### config.mk
export PLATFORM = sky130hd
export DESIGN_NAME = led_pixel_pulse_pattern_encoder
export DESIGN_NICKNAME = d
export VERILOG_FILES = /design/src/lppe_pkg.sv /design/src/lppe_front.sv /design/src/lppe_queue.sv /design/src/lppe_back.sv /design/src/led_pixel_pulse_pattern_encoder.sv
export SDC_FILE = /design/constraint.sdc
export NUM_CORES = 1
export LEC_CHECK = 0
export BUFFER_PORTS_ARGS = -buffer_cell sky130_fd_sc_hd__buf_4
export CELL_PAD_IN_SITES_DETAIL_PLACEMENT = 0
export CELL_PAD_IN_SITES_GLOBAL_PLACEMENT = 2
export CORE_MARGIN = 5
export CORE_UTILIZATION = 39
export DETAILED_ROUTE_END_ITERATION = 10
export PLACE_DENSITY = 0.78
export SYNTH_ARGS = -nofsm -noshare
export SYNTH_HDL_FRONTEND = slang
export SYNTH_HIERARCHICAL = 1
export SYNTH_SLANG_ARGS = --single-unit
### constraint.sdc
create_clock -name clk -period 15.5 [get_ports clk]
set_input_delay 3.1 -clock clk [delete_from_list [all_inputs] [get_ports clk]]
set_output_delay 3.1 -clock clk [all_outputs]
set_load 0.1 [all_outputs]
### src/lppe_pkg.sv
// ----------------------------------------------------------------------------
// lppe_pkg
// Shared types, constants and the pattern expansion function of the LED
// pixel pulse pattern encoder.
// ----------------------------------------------------------------------------
package lppe_pkg;

  localparam int BYTE_W     = 8;
  localparam int COL_W      = 8;
  localparam int PIX_BITS   = 3 * COL_W;
  localparam int PAT_W      = 10;
  localparam int CNT_W      = 5;
  localparam int STREAM_W   = PIX_BITS * PAT_W;
  localparam int PIX_BYTES  = STREAM_W / BYTE_W;
  localparam int DCNT_W     = $clog2(PIX_BYTES);
  localparam int IN_DATA_W  = PIX_BITS;

  localparam int MAX_RESET_BYTES_DEF = 16;

  localparam int CFG_IDX_W  = 4;
  localparam int CFG_DATA_W = PAT_W;

  localparam logic [CFG_IDX_W-1:0] REG_ONE_PATTERN  = CFG_IDX_W'(0);
  localparam logic [CFG_IDX_W-1:0] REG_ZERO_PATTERN = CFG_IDX_W'(1);
  localparam logic [CFG_IDX_W-1:0] REG_LEAD_COUNT   = CFG_IDX_W'(2);
  localparam logic [CFG_IDX_W-1:0] REG_TRAIL_COUNT  = CFG_IDX_W'(3);

  localparam logic [PAT_W-1:0] ONE_PATTERN_RST  = PAT_W'(1008);
  localparam logic [PAT_W-1:0] ZERO_PATTERN_RST = PAT_W'(896);
  localparam logic [CNT_W-1:0] LEAD_COUNT_RST   = CNT_W'(8);
  localparam logic [CNT_W-1:0] TRAIL_COUNT_RST  = CNT_W'(8);

  typedef struct packed {
    logic [PAT_W-1:0] one_pattern;
    logic [PAT_W-1:0] zero_pattern;
    logic [CNT_W-1:0] lead_count;
    logic [CNT_W-1:0] trail_count;
  } cfg_t;

  typedef struct packed {
    logic busy;
    logic pop;
  } bk_stat_t;

  // The colour word holds green in the top byte, so bit k of it maps to the
  // pattern slot k of the stream and the stream goes out from its top bit.
  function automatic logic [STREAM_W-1:0] expand_pixel(
    input logic [PIX_BITS-1:0] grb,
    input logic [PAT_W-1:0]    one_pat,
    input logic [PAT_W-1:0]    zero_pat
  );
    logic [STREAM_W-1:0] s;
    s = '0;
    for (int k = 0; k < PIX_BITS; k++) begin
      s[k*PAT_W +: PAT_W] = grb[k] ? one_pat : zero_pat;
    end
    return s;
  endfunction

endpackage

### src/lppe_front.sv
// ----------------------------------------------------------------------------
// lppe_front
// Accepts pixels, decides the leading and trailing zero runs of each and
// tracks whether a frame is open.
// ----------------------------------------------------------------------------
module lppe_front #(
  parameter int MAX_RESET_BYTES = lppe_pkg::MAX_RESET_BYTES_DEF
) (
  input  logic                               clk,
  input  logic                               rst_n,
  input  logic                               in_tvalid,
  output logic                               in_tready,
  input  logic [lppe_pkg::IN_DATA_W-1:0]     in_tdata,
  input  logic                               in_tlast,
  input  lppe_pkg::cfg_t                     cfg,
  output logic                               q_valid,
  input  logic                               q_ready,
  output logic [lppe_pkg::PIX_BITS+2*($clog2(MAX_RESET_BYTES+2))-1:0] q_data
);

  localparam int RC_W = $clog2(MAX_RESET_BYTES + 2);

  logic            frame_open_r;
  logic [RC_W-1:0] lead_clamp;
  logic [RC_W-1:0] trail_clamp;
  logic [RC_W-1:0] lead_run;
  logic [RC_W-1:0] trail_run;
  logic [lppe_pkg::PIX_BITS-1:0] grb;

  always_comb begin
    lead_clamp  = (cfg.lead_count > lppe_pkg::CNT_W'(MAX_RESET_BYTES)) ?
                  RC_W'(MAX_RESET_BYTES) : cfg.lead_count[RC_W-1:0];
    trail_clamp = (cfg.trail_count > lppe_pkg::CNT_W'(MAX_RESET_BYTES)) ?
                  RC_W'(MAX_RESET_BYTES) : cfg.trail_count[RC_W-1:0];
    lead_run    = frame_open_r ? '0 : lead_clamp;
    trail_run   = in_tlast ? trail_clamp : '0;
    // Green, red, blue from the top down.
    grb         = {in_tdata[15:8], in_tdata[7:0], in_tdata[23:16]};
  end

  assign q_valid   = in_tvalid;
  assign in_tready = q_ready;
  assign q_data    = {trail_run, lead_run, grb};

  always_ff @(posedge clk) begin
    if (!rst_n) begin
      frame_open_r <= 1'b0;
    end else if (in_tvalid && q_ready) begin
      frame_open_r <= !in_tlast;
    end
  end

endmodule

### src/lppe_queue.sv
// ----------------------------------------------------------------------------
// lppe_queue
// Two-entry queue between the front and the back end.
// ----------------------------------------------------------------------------
module lppe_queue #(
  parameter int W = 34
) (
  input  logic         clk,
  input  logic         rst_n,
  input  logic         in_valid,
  output logic         in_ready,
  input  logic [W-1:0] in_data,
  output logic         out_valid,
  input  logic         out_ready,
  output logic [W-1:0] out_data
);

  logic [W-1:0] mem_r [2];
  logic         wr_ptr_r;
  logic         rd_ptr_r;
  logic [1:0]   count_r;
  logic         push;
  logic         pop;

  assign in_ready  = (count_r != 2'd2);
  assign out_valid = (count_r != 2'd0);
  assign out_data  = mem_r[rd_ptr_r];
  assign push      = in_valid && in_ready;
  assign pop       = out_valid && out_ready;

  always_ff @(posedge clk) begin
    if (push) begin
      mem_r[wr_ptr_r] <= in_data;
    end
  end

  always_ff @(posedge clk) begin
    if (!rst_n) begin
      wr_ptr_r <= 1'b0;
      rd_ptr_r <= 1'b0;
      count_r  <= 2'd0;
    end else begin
      if (push) begin
        wr_ptr_r <= !wr_ptr_r;
      end
      if (pop) begin
        rd_ptr_r <= !rd_ptr_r;
      end
      case ({push, pop})
        2'b10:   count_r <= count_r + 2'd1;
        2'b01:   count_r <= count_r - 2'd1;
        default: count_r <= count_r;
      endcase
    end
  end

endmodule

### src/lppe_back.sv
// ----------------------------------------------------------------------------
// lppe_back
// Sequencer that turns one queued pixel into its leading zeros, its 30
// pattern bytes and its trailing zeros, one byte per cycle into the output
// register whenever the output is not stalled by out_tready.
// ----------------------------------------------------------------------------
module lppe_back #(
  parameter int MAX_RESET_BYTES = lppe_pkg::MAX_RESET_BYTES_DEF
) (
  input  logic                           clk,
  input  logic                           rst_n,
  input  lppe_pkg::cfg_t                 cfg,
  input  logic                           q_valid,
  output logic                           q_ready,
  input  logic [lppe_pkg::PIX_BITS+2*($clog2(MAX_RESET_BYTES+2))-1:0] q_data,
  output logic                           out_tvalid,
  input  logic                           out_tready,
  output logic [lppe_pkg::BYTE_W-1:0]    out_tdata,
  output logic                           out_tlast,
  output lppe_pkg::bk_stat_t             stat
);

  localparam int RC_W = $clog2(MAX_RESET_BYTES + 2);
  localparam int SW   = lppe_pkg::STREAM_W;
  localparam int BW   = lppe_pkg::BYTE_W;
  localparam int DW   = lppe_pkg::DCNT_W;

  localparam logic [1:0] PH_LEAD  = 2'd0;
  localparam logic [1:0] PH_DATA  = 2'd1;
  localparam logic [1:0] PH_TRAIL = 2'd2;

  logic            cur_valid_r, cur_valid_nxt;
  logic [1:0]      phase_r, phase_nxt;
  logic [RC_W-1:0] cnt_r, cnt_nxt;
  logic [DW-1:0]   dcnt_r, dcnt_nxt;
  logic [RC_W-1:0] trail_r, trail_nxt;
  logic [SW-1:0]   sh_r, sh_nxt;
  logic            out_valid_r, out_valid_nxt;
  logic [BW-1:0]   out_data_r, out_data_nxt;
  logic            out_last_r, out_last_nxt;

  logic            advance;
  logic            emit;
  logic            fin;
  logic            beat_last;
  logic [BW-1:0]   beat_byte;
  logic            pop;
  logic            data_end;

  logic [lppe_pkg::PIX_BITS-1:0] q_grb;
  logic [RC_W-1:0] q_lead;
  logic [RC_W-1:0] q_trail;

  assign {q_trail, q_lead, q_grb} = q_data;

  always_comb begin
    advance  = !out_valid_r || out_tready;
    emit     = advance && cur_valid_r;
    data_end = (dcnt_r == DW'(lppe_pkg::PIX_BYTES - 1));
    unique case (phase_r)
      PH_LEAD: begin
        beat_byte = '0;
        fin       = 1'b0;
      end
      PH_DATA: begin
        beat_byte = sh_r[SW-1 -: BW];
        fin       = data_end && (trail_r == '0);
      end
      PH_TRAIL: begin
        beat_byte = '0;
        fin       = (cnt_r == RC_W'(1));
      end
      default: begin
        beat_byte = '0;
        fin       = 1'b0;
      end
    endcase
    beat_last = fin;
    pop       = q_valid && (!cur_valid_r || (emit && fin));
  end

  always_comb begin
    cur_valid_nxt = cur_valid_r;
    phase_nxt     = phase_r;
    cnt_nxt       = cnt_r;
    dcnt_nxt      = dcnt_r;
    trail_nxt     = trail_r;
    sh_nxt        = sh_r;
    out_valid_nxt = out_valid_r;
    out_data_nxt  = out_data_r;
    out_last_nxt  = out_last_r;

    if (emit) begin
      unique case (phase_r)
        PH_LEAD: begin
          cnt_nxt = cnt_r - RC_W'(1);
          if (cnt_r == RC_W'(1)) begin
            phase_nxt = PH_DATA;
          end
        end
        PH_DATA: begin
          sh_nxt   = {sh_r[SW-BW-1:0], {BW{1'b0}}};
          dcnt_nxt = dcnt_r + DW'(1);
          if (data_end && (trail_r != '0)) begin
            phase_nxt = PH_TRAIL;
            cnt_nxt   = trail_r;
          end
        end
        PH_TRAIL: begin
          cnt_nxt = cnt_r - RC_W'(1);
        end
        default: begin
          phase_nxt = PH_LEAD;
        end
      endcase
      if (fin) begin
        cur_valid_nxt = 1'b0;
      end
    end

    // A new pixel loads in the same cycle as the previous one's final beat.
    if (pop) begin
      cur_valid_nxt = 1'b1;
      phase_nxt     = (q_lead != '0) ? PH_LEAD : PH_DATA;
      cnt_nxt       = q_lead;
      dcnt_nxt      = '0;
      trail_nxt     = q_trail;
      sh_nxt        = lppe_pkg::expand_pixel(q_grb, cfg.one_pattern, cfg.zero_pattern);
    end

    if (advance) begin
      out_valid_nxt = emit;
      out_data_nxt  = beat_byte;
      out_last_nxt  = beat_last;
    end
  end

  always_ff @(posedge clk) begin
    if (!rst_n) begin
      cur_valid_r <= 1'b0;
      phase_r     <= PH_LEAD;
      cnt_r       <= '0;
      dcnt_r      <= '0;
      out_valid_r <= 1'b0;
    end else begin
      cur_valid_r <= cur_valid_nxt;
      phase_r     <= phase_nxt;
      cnt_r       <= cnt_nxt;
      dcnt_r      <= dcnt_nxt;
      out_valid_r <= out_valid_nxt;
    end
  end

  always_ff @(posedge clk) begin
    trail_r    <= trail_nxt;
    sh_r       <= sh_nxt;
    out_data_r <= out_data_nxt;
    out_last_r <= out_last_nxt;
  end

  assign q_ready    = pop;
  assign out_tvalid = out_valid_r;
  assign out_tdata  = out_data_r;
  assign out_tlast  = out_last_r;
  assign stat.busy  = cur_valid_r;
  assign stat.pop   = pop;

endmodule

### src/led_pixel_pulse_pattern_encoder.sv
// ----------------------------------------------------------------------------
// Path: a pixel passes the queue, the sequencer's pixel registers and the
// output register. Throughput: one output byte per cycle while out_tready
// is high; a pixel gives 30 bytes plus its leading and trailing zero runs.
// The input fills a two-entry queue while a pixel drains, until it is full.
// Reset: synchronous, active low; registers return to defaults, the frame is
// closed and the queue and output register are empty.
// ----------------------------------------------------------------------------
// led_pixel_pulse_pattern_encoder
// Turns RGB pixels into the SPI byte stream of a serial LED chain.
// ----------------------------------------------------------------------------
module led_pixel_pulse_pattern_encoder #(
  parameter int MAX_RESET_BYTES = lppe_pkg::MAX_RESET_BYTES_DEF
) (
  input  logic                              clk,
  input  logic                              rst_n,
  input  logic                              in_tvalid,
  output logic                              in_tready,
  input  logic [lppe_pkg::IN_DATA_W-1:0]    in_tdata,   // red, green, blue
  input  logic                              in_tlast,   // last_pixel
  output logic                              out_tvalid,
  input  logic                              out_tready,
  output logic [lppe_pkg::BYTE_W-1:0]       out_tdata,  // spi_byte
  output logic                              out_tlast,  // run_last
  input  logic                              cfg_valid,
  output logic                              cfg_ready,
  input  logic [lppe_pkg::CFG_IDX_W-1:0]    cfg_index,
  input  logic [lppe_pkg::CFG_DATA_W-1:0]   cfg_data
);

  localparam int RC_W    = $clog2(MAX_RESET_BYTES + 2);
  localparam int ENTRY_W = lppe_pkg::PIX_BITS + 2 * RC_W;

  lppe_pkg::cfg_t     cfg_r;
  lppe_pkg::bk_stat_t bk_stat;

  logic               fq_valid;
  logic               fq_ready;
  logic [ENTRY_W-1:0] fq_data;
  logic               qb_valid;
  logic               qb_ready;
  logic [ENTRY_W-1:0] qb_data;

  assign cfg_ready = 1'b1;

  always_ff @(posedge clk) begin
    if (!rst_n) begin
      cfg_r.one_pattern  <= lppe_pkg::ONE_PATTERN_RST;
      cfg_r.zero_pattern <= lppe_pkg::ZERO_PATTERN_RST;
      cfg_r.lead_count   <= lppe_pkg::LEAD_COUNT_RST;
      cfg_r.trail_count  <= lppe_pkg::TRAIL_COUNT_RST;
    end else if (cfg_valid) begin
      unique case (cfg_index)
        lppe_pkg::REG_ONE_PATTERN:  cfg_r.one_pattern  <= cfg_data;
        lppe_pkg::REG_ZERO_PATTERN: cfg_r.zero_pattern <= cfg_data;
        lppe_pkg::REG_LEAD_COUNT:   cfg_r.lead_count   <= cfg_data[lppe_pkg::CNT_W-1:0];
        lppe_pkg::REG_TRAIL_COUNT:  cfg_r.trail_count  <= cfg_data[lppe_pkg::CNT_W-1:0];
        default: begin
        end
      endcase
    end
  end

  lppe_front #(
    .MAX_RESET_BYTES(MAX_RESET_BYTES)
  ) u_front (
    .clk       (clk),
    .rst_n     (rst_n),
    .in_tvalid (in_tvalid),
    .in_tready (in_tready),
    .in_tdata  (in_tdata),
    .in_tlast  (in_tlast),
    .cfg       (cfg_r),
    .q_valid   (fq_valid),
    .q_ready   (fq_ready),
    .q_data    (fq_data)
  );

  lppe_queue #(
    .W(ENTRY_W)
  ) u_queue (
    .clk       (clk),
    .rst_n     (rst_n),
    .in_valid  (fq_valid),
    .in_ready  (fq_ready),
    .in_data   (fq_data),
    .out_valid (qb_valid),
    .out_ready (qb_ready),
    .out_data  (qb_data)
  );

  lppe_back #(
    .MAX_RESET_BYTES(MAX_RESET_BYTES)
  ) u_back (
    .clk        (clk),
    .rst_n      (rst_n),
    .cfg        (cfg_r),
    .q_valid    (qb_valid),
    .q_ready    (qb_ready),
    .q_data     (qb_data),
    .out_tvalid (out_tvalid),
    .out_tready (out_tready),
    .out_tdata  (out_tdata),
    .out_tlast  (out_tlast),
    .stat       (bk_stat)
  );

`ifndef ASSERT_OFF
  // With no pixel in the sequencer, a taken beat is not followed by another.
  a_idle_no_beat: assert property (@(posedge clk) disable iff (!rst_n)
    (!bk_stat.busy && out_tvalid && out_tready) |=> !out_tvalid)
    else $error("output beat produced while the sequencer was idle");

  // The sequencer only takes a pixel that the queue holds.
  a_pop_valid: assert property (@(posedge clk) disable iff (!rst_n)
    bk_stat.pop |-> qb_valid)
    else $error("sequencer popped an empty queue");

  // The sequencer goes idle only right after loading a pixel's final beat.
  a_idle_after_last: assert property (@(posedge clk) disable iff (!rst_n)
    ($fell(bk_stat.busy) && $past(rst_n)) |-> (out_tvalid && out_tlast))
    else $error("sequencer went idle without a final beat");
`endif

endmodule

# Word-level counts from Yosys, hierarchy flattened
# Memories as Yosys holds them, arrays and structs flattened. A register that Yosys moved wholly into a read port is not among the register bits.
# Index checks and enable logic that the tools add are counted.
# totals
reg_bits,303
ram_bits,68
inputBits,44
output_inout_bits,12
elab_cells,124
memories,1
# memory_table
memory,depth,width,read_ports,rd_ports_with_merged_regs,wr,line_no,rtl
u_queue.mem_r,2,34,1,1,1,lppe_queue.sv:18,logic [W-1:0] mem_r [2];
# op_classes
add_sub_neg,4
magnitude_cmp,2
eq_ne,13
n_mux,50
n_bitwise,1
n_reduce_logical,36
# ops
cell,n
$mux 240,3
$mux 10,24
$mux 5,7
$reduce_and 2->1,7
$gt 5x5->1 const B,2
$pmux 5 s2,1
$reduce_bool 2->1,5
$reduce_bool 5->1,2
$eq 4x2->1 const B,2
$mux 1,8
$mux 2,4
$logic_and 1x1->1,7
$ne 3x2->1 const B,2
$pmux 2 s3,1
$add 5x1->5 const B,1
$eq 5x1->1 const B,1
$eq 5x5->1 const B,1
$logic_not 1->1,5
$logic_not 5->1,1
$sub 5x1->5 const B,1
$eq 2x1->1 const B,2
$eq 2x2->1 const B,2
$eq 4x1->1 const B,1
$logic_not 4->1,1
other kinds (12),15

# Logic depth before layout (Yosys ltp)
# Gate-level depths: netlist of the first run.
# logic_depth
word_depth,9
mapped_depth,13
mapped_depth_nobuf,11

# Hierarchy
# The synthesis of the first run kept the hierarchy.
# modules_own_cells
mod,n_inst,cells_per_inst,area_per_inst_um2,seq_area_each_um2
lppe_back,1,1213,13756.9,7907.6
lppe_queue,1,130,2680.1,2142.1
led_pixel_pulse_pattern_encoder,1,120,1207.4,600.6
lppe_front,1,42,314.1,20.0

# Worst setup path before layout of the first run
# Ideal clock, no wire load.
# synth_path
path_type,in2reg
start,input out_tready
end,"register u_back.sh_r[0], enable pin"
setup_time_ns,0.921
arrival_time_ns,15.719
required_ns,14.579
path_slack_ns,-1.140
stages,8
n_path_buf,4
cell_sequence,nand2b_4 -> buf_6 -> nand3_1 -> o21a_4 -> buf_6 -> buf_6 -> clkbuf_1 -> a21oi_1
# synth_between
elab_chain_len,7
elab_cells_between_ends,8
classes_between,8 x reduce/logical
# synth_rtl
item,line_no,rtl
start: declaration,led_pixel_pulse_pattern_encoder.sv:22,"input logic out_tready,"
$logic_or 1x1->1 (*),lppe_back.sv:57,advance = !out_valid_r || out_tready;
named net u_back.advance,lppe_back.sv:42,logic advance;
$logic_and 1x1->1 (*),lppe_back.sv:58,emit = advance && cur_valid_r;
$logic_and 1x1->1,lppe_back.sv:79,pop = q_valid && (!cur_valid_r || (emit && fin));
$logic_or 1x1->1,lppe_back.sv:79,
$logic_and 1x1->1,lppe_back.sv:79,
$reduce_bool 2->1 (no line),--,
$reduce_and 2->1 (no line) (*),--,
end signal: assignment,lppe_back.sv:156,sh_r <= sh_nxt;
end: declaration,lppe_back.sv:37,"logic [SW-1:0] sh_r, sh_nxt;"
# The timed path passes the listed nets; every way through them passes the cells marked *.
# A chain may end at the register's enable or synchronous reset.

# Final worst setup path of the first run
# layout_path
start,input out_tready
end,"register u_back.sh_r[99], data pin"
# layout_between
elab_chain_len,6
# layout_rtl
item,line_no,rtl
$logic_or 1x1->1,lppe_back.sv:57,
$logic_and 1x1->1,lppe_back.sv:58,
$logic_and 1x1->1,lppe_back.sv:79,
$logic_or 1x1->1,lppe_back.sv:79,
$logic_and 1x1->1,lppe_back.sv:79,
$mux 240,lppe_back.sv:122,if (pop) begin
named net u_back.sh_nxt[99],lppe_back.sv:37,
# The timed path passes the listed nets, and every way through them passes these cells.

==> parameters.txt, run 1 <==
Parameter                              Value

Place
  Placer Congestion ... a little over 0.7
  Total instance count after detailed placement ... 2019
  IO Port Bufs ... 54
  DP Area ... ~18000 um^2
  Detailed placement HPWL ... approximately 23 mm

Power and ir drop
  Switch share ... 0.349
  Clk network pwr share ... 0.238
  Power per cell area ... 210 nW/um^2
  Internal power component ... approximately 2.7 mW
  Power share of the sequential group ... 0.435
  Static leakage ... approximately 7.6 nW
  Psw ... roughly 1.4 mW
  Worst VDD drop ... 0.000199 V
  Proportion of power drawn by combinational gates ... 0.327

Drt
  Detail-routed via count per cell ... about 5.2
  Antenna viol nets, final ... 0
  Total length of routed wires ... around 43 mm
  DRC violation total after the first TritonRoute iteration ... 754
  Routed vias ... about 11000
  Routed length per placed instance ... a little over 20 um
  DRT Pass-1 Iters ... 5
  Post-route DRC violation count ... 0

Floorplanning
  Io pins ... 56
  Starting density of the core ... 0.395
  Die Footprint ... 50400 um^2
  Row count ... 78
  Width of the die ... between 200 and 250 um
  Die Y-Extent ... between 200 and 250 um
  Core area ... 45500 um^2

CTS
  Clock latency on the worst-skew pair ... 570 ps
  Root buffer cell ... clkbuf_16
  Post-cts repair resize count ... 0
  Number of buffers created by CTS ... 43
  Hold-fix buffer count after cts ... 0
  Number of levels in the clock H-tree ... 2
  TritonCTS sink count ... roughly 370
  Clock-pin slew of the registers on the worst-case setup and hold paths ... around 60 ps
  Postcts setup bufs ... 0
  CTS tree ... built
  Maximum number of buffers from clock root to sink ... 3

Logic synthesis
  Net count of the mapped netlist ... about 1600
  Area of the mapped netlist ... ~18000 um^2
  Average cell area after synthesis ... 11.9 um^2
  Synth warnings ... 6
  Synthesized instance count ... around 1500

Global route
  Antenna violations before repair ... 0
  Overflow after GRT ... 0
  Largest net degree at the start of global routing ... about 200
  Total Routing Usage GR ... 0.166
  First-pass GRT wire length ... 65.6 mm
  Number of global-route vias before repair ... ~11000

Critical path
  Crit path arrival time ... between 6000 and 7000 ps
  Worst Setup End Kind ... register
  Family with the most delay on the worst path ... buffers and inverters
  Logic depth of the worst register-to-register path ... 8
  Combined buffer and inverter count along the critical path ... 3
  Library cell appearing most often on the critical path ... buf_4
  CP startpoint kind ... input port
  Max incr delay on CP ... 870 ps
  Reg-to-reg slack, setup ... approximately 12000 ps
  WP data required ... 15770 ps
  Library cell contributing the largest single delay on the critical path ... buf_4
  Endpoint of the worst-slack reg-to-reg timing path ... u_back/sh_r[99]
  Max Fanout on Critical Path ... 107
  Critical-path cell list ... buf_4 > nand2b_4 > a41oi_2 > o21a_4 > buf_4 > buf_4 > o21ai_1
  Worst r2r src ... u_back/phase_r[1]
  Worst Setup Path Type ... in -> reg

STA
  Final setup viols ... 0
  RSZ-0062 raised after global routing ... false
  Part of the cycle the worst path needs ... 0.380
  Layout Skew ... approximately 25 ps
  Worst max-slew margin expressed relative to the limit ... 0.105
  Transition time of the tightest slew-check pin ... 1340 ps
  Hold slack ... approximately 460 ps
  Final period demand of the worst path ... ~5900 ps
  Number of hold-slack violations in the final timing report ... 0
  Max frequency ... approximately 170 MHz
  Setup total negative slack ... 0 ps
  Total count of max-transition violations in the final report ... 0

Run
  Max Cap Viol ... 0

Finish
  Final antenna diode count ... 0
  Finished Cell Area ... a little under 20000 um^2
  Fraction of final layout cells sized beyond drive strength 1 ... 0.128
  Number of standard cells in the layout, taps in and fillers out ... 2097
  Number of nets in the finished design ... around 1500
  Fill cells ... 4318
  Layout area overhead ... 10.1%

Status
  Run status ... completed

Hold path
  End of the worst hold path ... cfg_r[15]
  Min-Delay Startpoint ... cfg_r[15]
  Worst hold stages ... 2
  Classification of the worst-slack hold path ... reg -> reg
==> power by group through the flow <==
stage / Clock, mW / Combinational [mW] / Sequential, mW
after floorplan: 0 / 1.11 / 1.91
after global placement: 0 / 1.34 / 1.82
after global routing: 1.06 / 1.51 / 1.83
final: 0.985 / 1.35 / 1.80
after detailed placement: 0 / 1.36 / 1.82
after CTS: 1.01 / 1.36 / 1.81
==> state kept, by name, summed over array words and instances (netlist names), named ones only <==
signal	flops
cfg_r	30
u_back/cnt_r	5
u_back/cur_valid_r	1
u_back/dcnt_r	5
u_back/out_tdata	8
u_back/out_tlast	1
u_back/out_tvalid	1
u_back/phase_r	2
u_back/sh_r	240
u_back/trail_r	5
u_front/frame_open_r	1
u_queue/count_r	2
u_queue/mem_r	68
u_queue/rd_ptr_r	1
u_queue/wr_ptr_r	1
==> layout by cell type, fill, tap and decap left out, drive strengths merged, types with 4 or more instances in the layout <==
| cell type | instances |
|---|---|
| clkinv | 19 |
| nor2b | 17 |
| ha | 8 |
| mux2i | 267 |
| nand4 | 4 |
| buf | 76 |
| a21oi | 7 |
| inv | 14 |
| a311oi | 5 |
| nor3 | 6 |
| xnor2 | 7 |
| o21ai | 235 |
| edfxtp | 322 |
| nor2 | 17 |
| nand3b | 4 |
| clkbuf | 56 |
| o211ai | 7 |
| and2 | 20 |
| dfxtp | 50 |
| nand2b | 4 |
| mux2 | 34 |
| nand2 | 277 |
==> per-layer routing <==
| metal | global-route usage | vias to the layer above | wire length [um] |
|---|---|---|---|
| li1 | - | 5303 | - |
| met1 | 0.226 | 5355 | 19400 |
| met2 | 0.276 | 203 | 20400 |
| met3 | 0.0245 | 67 | 1810 |
| met4 | 0.0513 | 0 | 1080 |
| met5 | 0 | - | 0 |
==> metrics by stage <==
step | total power, mW | util | setup WS (ps)
finish | 4.14 | 0.434 | 9620
global placement | 3.16 | 0.404 | 9120
global route | 4.40 | 0.434 | 9330
floorplan | 3.02 | - | 4290
detailed placement | 3.18 | 0.404 | 9070
CTS | 4.18 | 0.434 | 9660
==> how the worst max path moves through the flow <==
stage / start / endpoint / slack, ps / cells after the start
after floorplan: out_tready / u_back/sh_r[0] / 4290 / 8
after global placement: out_tready / u_back/sh_r[109] / 9120 / 7
after detailed placement: out_tready / u_back/sh_r[122] / 9070 / 7
after CTS: out_tready / u_back/sh_r[99] / 9660 / 7
after global routing: out_tready / u_back/sh_r[122] / 9330 / 7
final: out_tready / u_back/sh_r[99] / 9620 / 7
==> area by class of cell <==
type / count / area (um^2) / area share
Sequential cell: 372 / 10700 / 0.541
Multi-Input combinational cell: 957 / 6320 / 0.320
Clock buffer: 56 / 1200 / 0.0607
Tap cell: 600 / 751 / 0.0380
Timing Repair Buffer: 76 / 583 / 0.0295
Clock inverter: 22 / 168 / 0.00849
Inverter: 14 / 52.6 / 0.00266
==> worst reg2reg max path: stages (launching register included) <==
cell,delay (ps)
dfxtp_1,370
inv_1,80
ha_1,320
and2_1,160
a41oi_2,220
o21a_4,740
buf_4,900
buf_4,680
o21ai_1,170
Power figures use the tool's default switching activity.
==> run 2, diff against run 1 <==
--- a/config.mk
+++ b/config.mk
@@ -9,9 +9,9 @@
 export CELL_PAD_IN_SITES_DETAIL_PLACEMENT = 0
 export CELL_PAD_IN_SITES_GLOBAL_PLACEMENT = 2
 export CORE_MARGIN = 5
-export CORE_UTILIZATION = 39
+export CORE_UTILIZATION = 43
 export DETAILED_ROUTE_END_ITERATION = 10
-export PLACE_DENSITY = 0.78
+export PLACE_DENSITY = 0.81
 export SYNTH_ARGS = -nofsm -noshare
 export SYNTH_HDL_FRONTEND = slang
 export SYNTH_HIERARCHICAL = 1
==> constraint.sdc (replaced) <==
create_clock -name clk -period 5.42 [get_ports clk]
set_input_delay 1.084 -clock clk [delete_from_list [all_inputs] [get_ports clk]]
set_output_delay 1.084 -clock clk [all_outputs]
set_load 0.1 [all_outputs]
==> run 2 against run 1 <==
Against the previous run: clock skew is 4.2 ps lower; utilization rose by 4.4 points; sequential cell count is the same; sequential power increased to 2.8 times the previous value; non-clock buffer count up 7; largest cell class unchanged.
==> parameters.txt, run 2 (same netlist as run 1, synthesis figures left out) <==
Parameter                              Value

CTS
  Number of buffers created by CTS ... 42 (-2.3%)
  Hold-fix buffer count after cts ... 0 (unchanged)
  Post-cts repair resize count ... 0 (unchanged)
  TritonCTS sink count ... 372 (unchanged)
  Postcts setup bufs ... 0 (unchanged)
  Clock latency on the worst-skew pair ... 560 ps (about the same)
  CTS tree ... built
  Root buffer cell ... clkbuf_16
  Number of levels in the clock H-tree ... 2 (unchanged)
  Clock-pin slew of the registers on the worst-case setup and hold paths ... 60 ps (about the same)
  Maximum number of buffers from clock root to sink ... 3 (unchanged)

Finish
  Finished Cell Area ... 19600 um^2 (-0.65%)
  Final antenna diode count ... 0 (unchanged)
  Register with the highest flop count ... u_back/sh_r
  Largest registers ranked by flip-flop count ... u_back/sh_r (240), u_queue/mem_r (68), cfg_r (30)
  Most common library cell in the layout ignoring fill and taps ... edfxtp_1
  Largest register FFs ... 240 (unchanged)
  Fill cells ... 3752 (-13%)
  Fraction of final layout cells sized beyond drive strength 1 ... 0.123 (-0.00501)
  Number of nets in the finished design ... 1522 (+0.40%)
  Layout area overhead ... 9.38%
  Highest-count cells in the layout ignoring fill and taps ... 322 x edfxtp_1, 276 x nand2_1, 267 x mux2i_1, 200 x o21ai_1, 79 x buf_4

Critical path
  Worst Setup Path Type ... reg -> reg
  WP data required ... 5910 ps (-9860 ps)
  Max Fanout on Critical Path ... 20 (-81%)
  CP startpoint kind ... register
  Worst Setup End Kind ... register
  Crit path arrival time ... 3280 ps (-2880 ps)
  Logic depth of the worst register-to-register path ... 9 (+1)

STA
  Transition time of the tightest slew-check pin ... 1040 ps (-304 ps)
  Max frequency ... approximately 360 MHz
  Total count of max-transition violations in the final report ... 0 (unchanged)
  Part of the cycle the worst path needs ... 0.516
  Number of hold-slack violations in the final timing report ... 0 (unchanged)
  Final setup viols ... 0 (unchanged)
  Hold slack ... 460 ps (+1.22 ps)
  Worst max-slew margin expressed relative to the limit ... 0.307 (+0.202)
  RSZ-0062 raised after global routing ... false
  Layout Skew ... 20.9 ps (-4.19 ps)
  Final period demand of the worst path ... around 2800 ps

Drt
  DRT Pass-1 Iters ... 5 (unchanged)
  Post-route DRC violation count ... 0 (unchanged)
  Total length of routed wires ... 41.1 mm (-3.4%)
  Routed vias ... 11064 (+1.2%)
  Antenna viol nets, final ... 0 (unchanged)
  Routed length per placed instance ... 20.2 um (-0.41%)
  DRC violation total after the first TritonRoute iteration ... 868 (+15%)
  Detail-routed via count per cell ... 5.44 (+4.4%)

Place
  DP Area ... 18400 um^2 (about the same)
  Placer Congestion ... 0.736 (+1.1%)
  Detailed placement HPWL ... 22.9 mm (-1.1%)
  IO Port Bufs ... 54 (unchanged)

Floorplanning
  Io pins ... 56 (unchanged)
  Starting density of the core ... 0.437 (+0.0429)
  Row count ... 74 (-5.1%)
  Die Y-Extent ... 214 um (-4.6%)
  Core area ... 41000 um^2 (-9.8%)
  Width of the die ... 214 um (-4.6%)
  Die Footprint ... 45900 um^2 (-8.9%)

Global route
  Number of global-route vias before repair ... 10865 (+0.48%)
  First-pass GRT wire length ... 63.4 mm (-3.3%)
  Antenna violations before repair ... 0 (unchanged)
  Largest net degree at the start of global routing ... 226 (+14%)
  Total Routing Usage GR ... 0.173 (+0.00747)
  Overflow after GRT ... 0 (unchanged)

Power and ir drop
  Power, Total ... 11.6 mW (+180%)
  Power per cell area ... 593 nW/um^2 (+180%)
  Static leakage ... 7.61 nW (-0.19%)
  Worst VDD drop ... 0.000689 V (+250%)

Hold path
  Classification of the worst-slack hold path ... reg -> reg
  Worst hold stages ... 2 (unchanged)

Run
  Max Cap Viol ... 0 (unchanged)

Status
  Run status ... completed
==> run 2: cell count changes in the layout (fill, tap and decap cells not counted), moves of 4 or more <==
| cell | before | now |
|---|---|---|
| buf_4 | 75 | 79 |
| dfxtp_2 | 7 | 1 |
| dfxtp_1 | 43 | 49 |
| clkbuf_1 | 9 | 15 |
==> run 2: where the power goes <==
group	total, mW	switching, mW	internal, mW
sequential	5.08	0.297	4.79
combinational	3.94	2.66	1.28
clock	2.62	1.12	1.50
==> run 2: layout make-up <==
type                       count  area [um^2]  area share
timing repair buffer          83          673      0.0343
inverter                      14         52.6     0.00268
clock inverter                17          103     0.00523
multi-input combinational    957         6330       0.322
tap                          532          666      0.0339
clock buffer                  58         1130      0.0577
sequential                   372        10700       0.544
==> run 2: worst paths after layout <==
| kind | from | end | slack (ps) |
|---|---|---|---|
| max | u_back/cnt_r[0] | u_queue/count_r[1] | 2620 |
| min | cfg_r[15] | cfg_r[15] | 460 |
| max reg2reg | u_back/cnt_r[0] | u_queue/count_r[1] | 2620 |
| min reg2reg | cfg_r[15] | cfg_r[15] | 460 |
==> run 2: worst max-delay path: stages, from the launching register on <==
cell and delay, ps:
dfxtp_1 400, ha_1 180, nor4b_2 440, a41oi_2 190, o21a_4 240, inv_2 280
o21a_1 210, ha_1 270, or3_1 360, a21boi_1 150
==> run 2: per-layer routing <==
layer  global-route usage  share of wire  vias to the layer above  wire, um
li1                     -              -                     5303         -
met1                0.244           0.46                     5505     19100
met2                0.284           0.48                      202     19600
met3               0.0251          0.040                       54      1660
met4               0.0483          0.019                        0       799
met5                    0              0                        -         0
==> run 2: stage by stage <==
stage | setup WS (ps) | setup TNS [ps] | util | instances
6_report | 2620 | 0 | 0.478 | 2033
5_1_grt | 2450 | 0 | 0.478 | 2033
4_1_cts | 2640 | 0 | 0.478 | 2033
3_5_place_dp | 2160 | 0 | 0.448 | 1958
3_3_place_gp | 2200 | 0 | 0.448 | 1958
2_1_floorplan | -1100 | -263640 | - | 1503
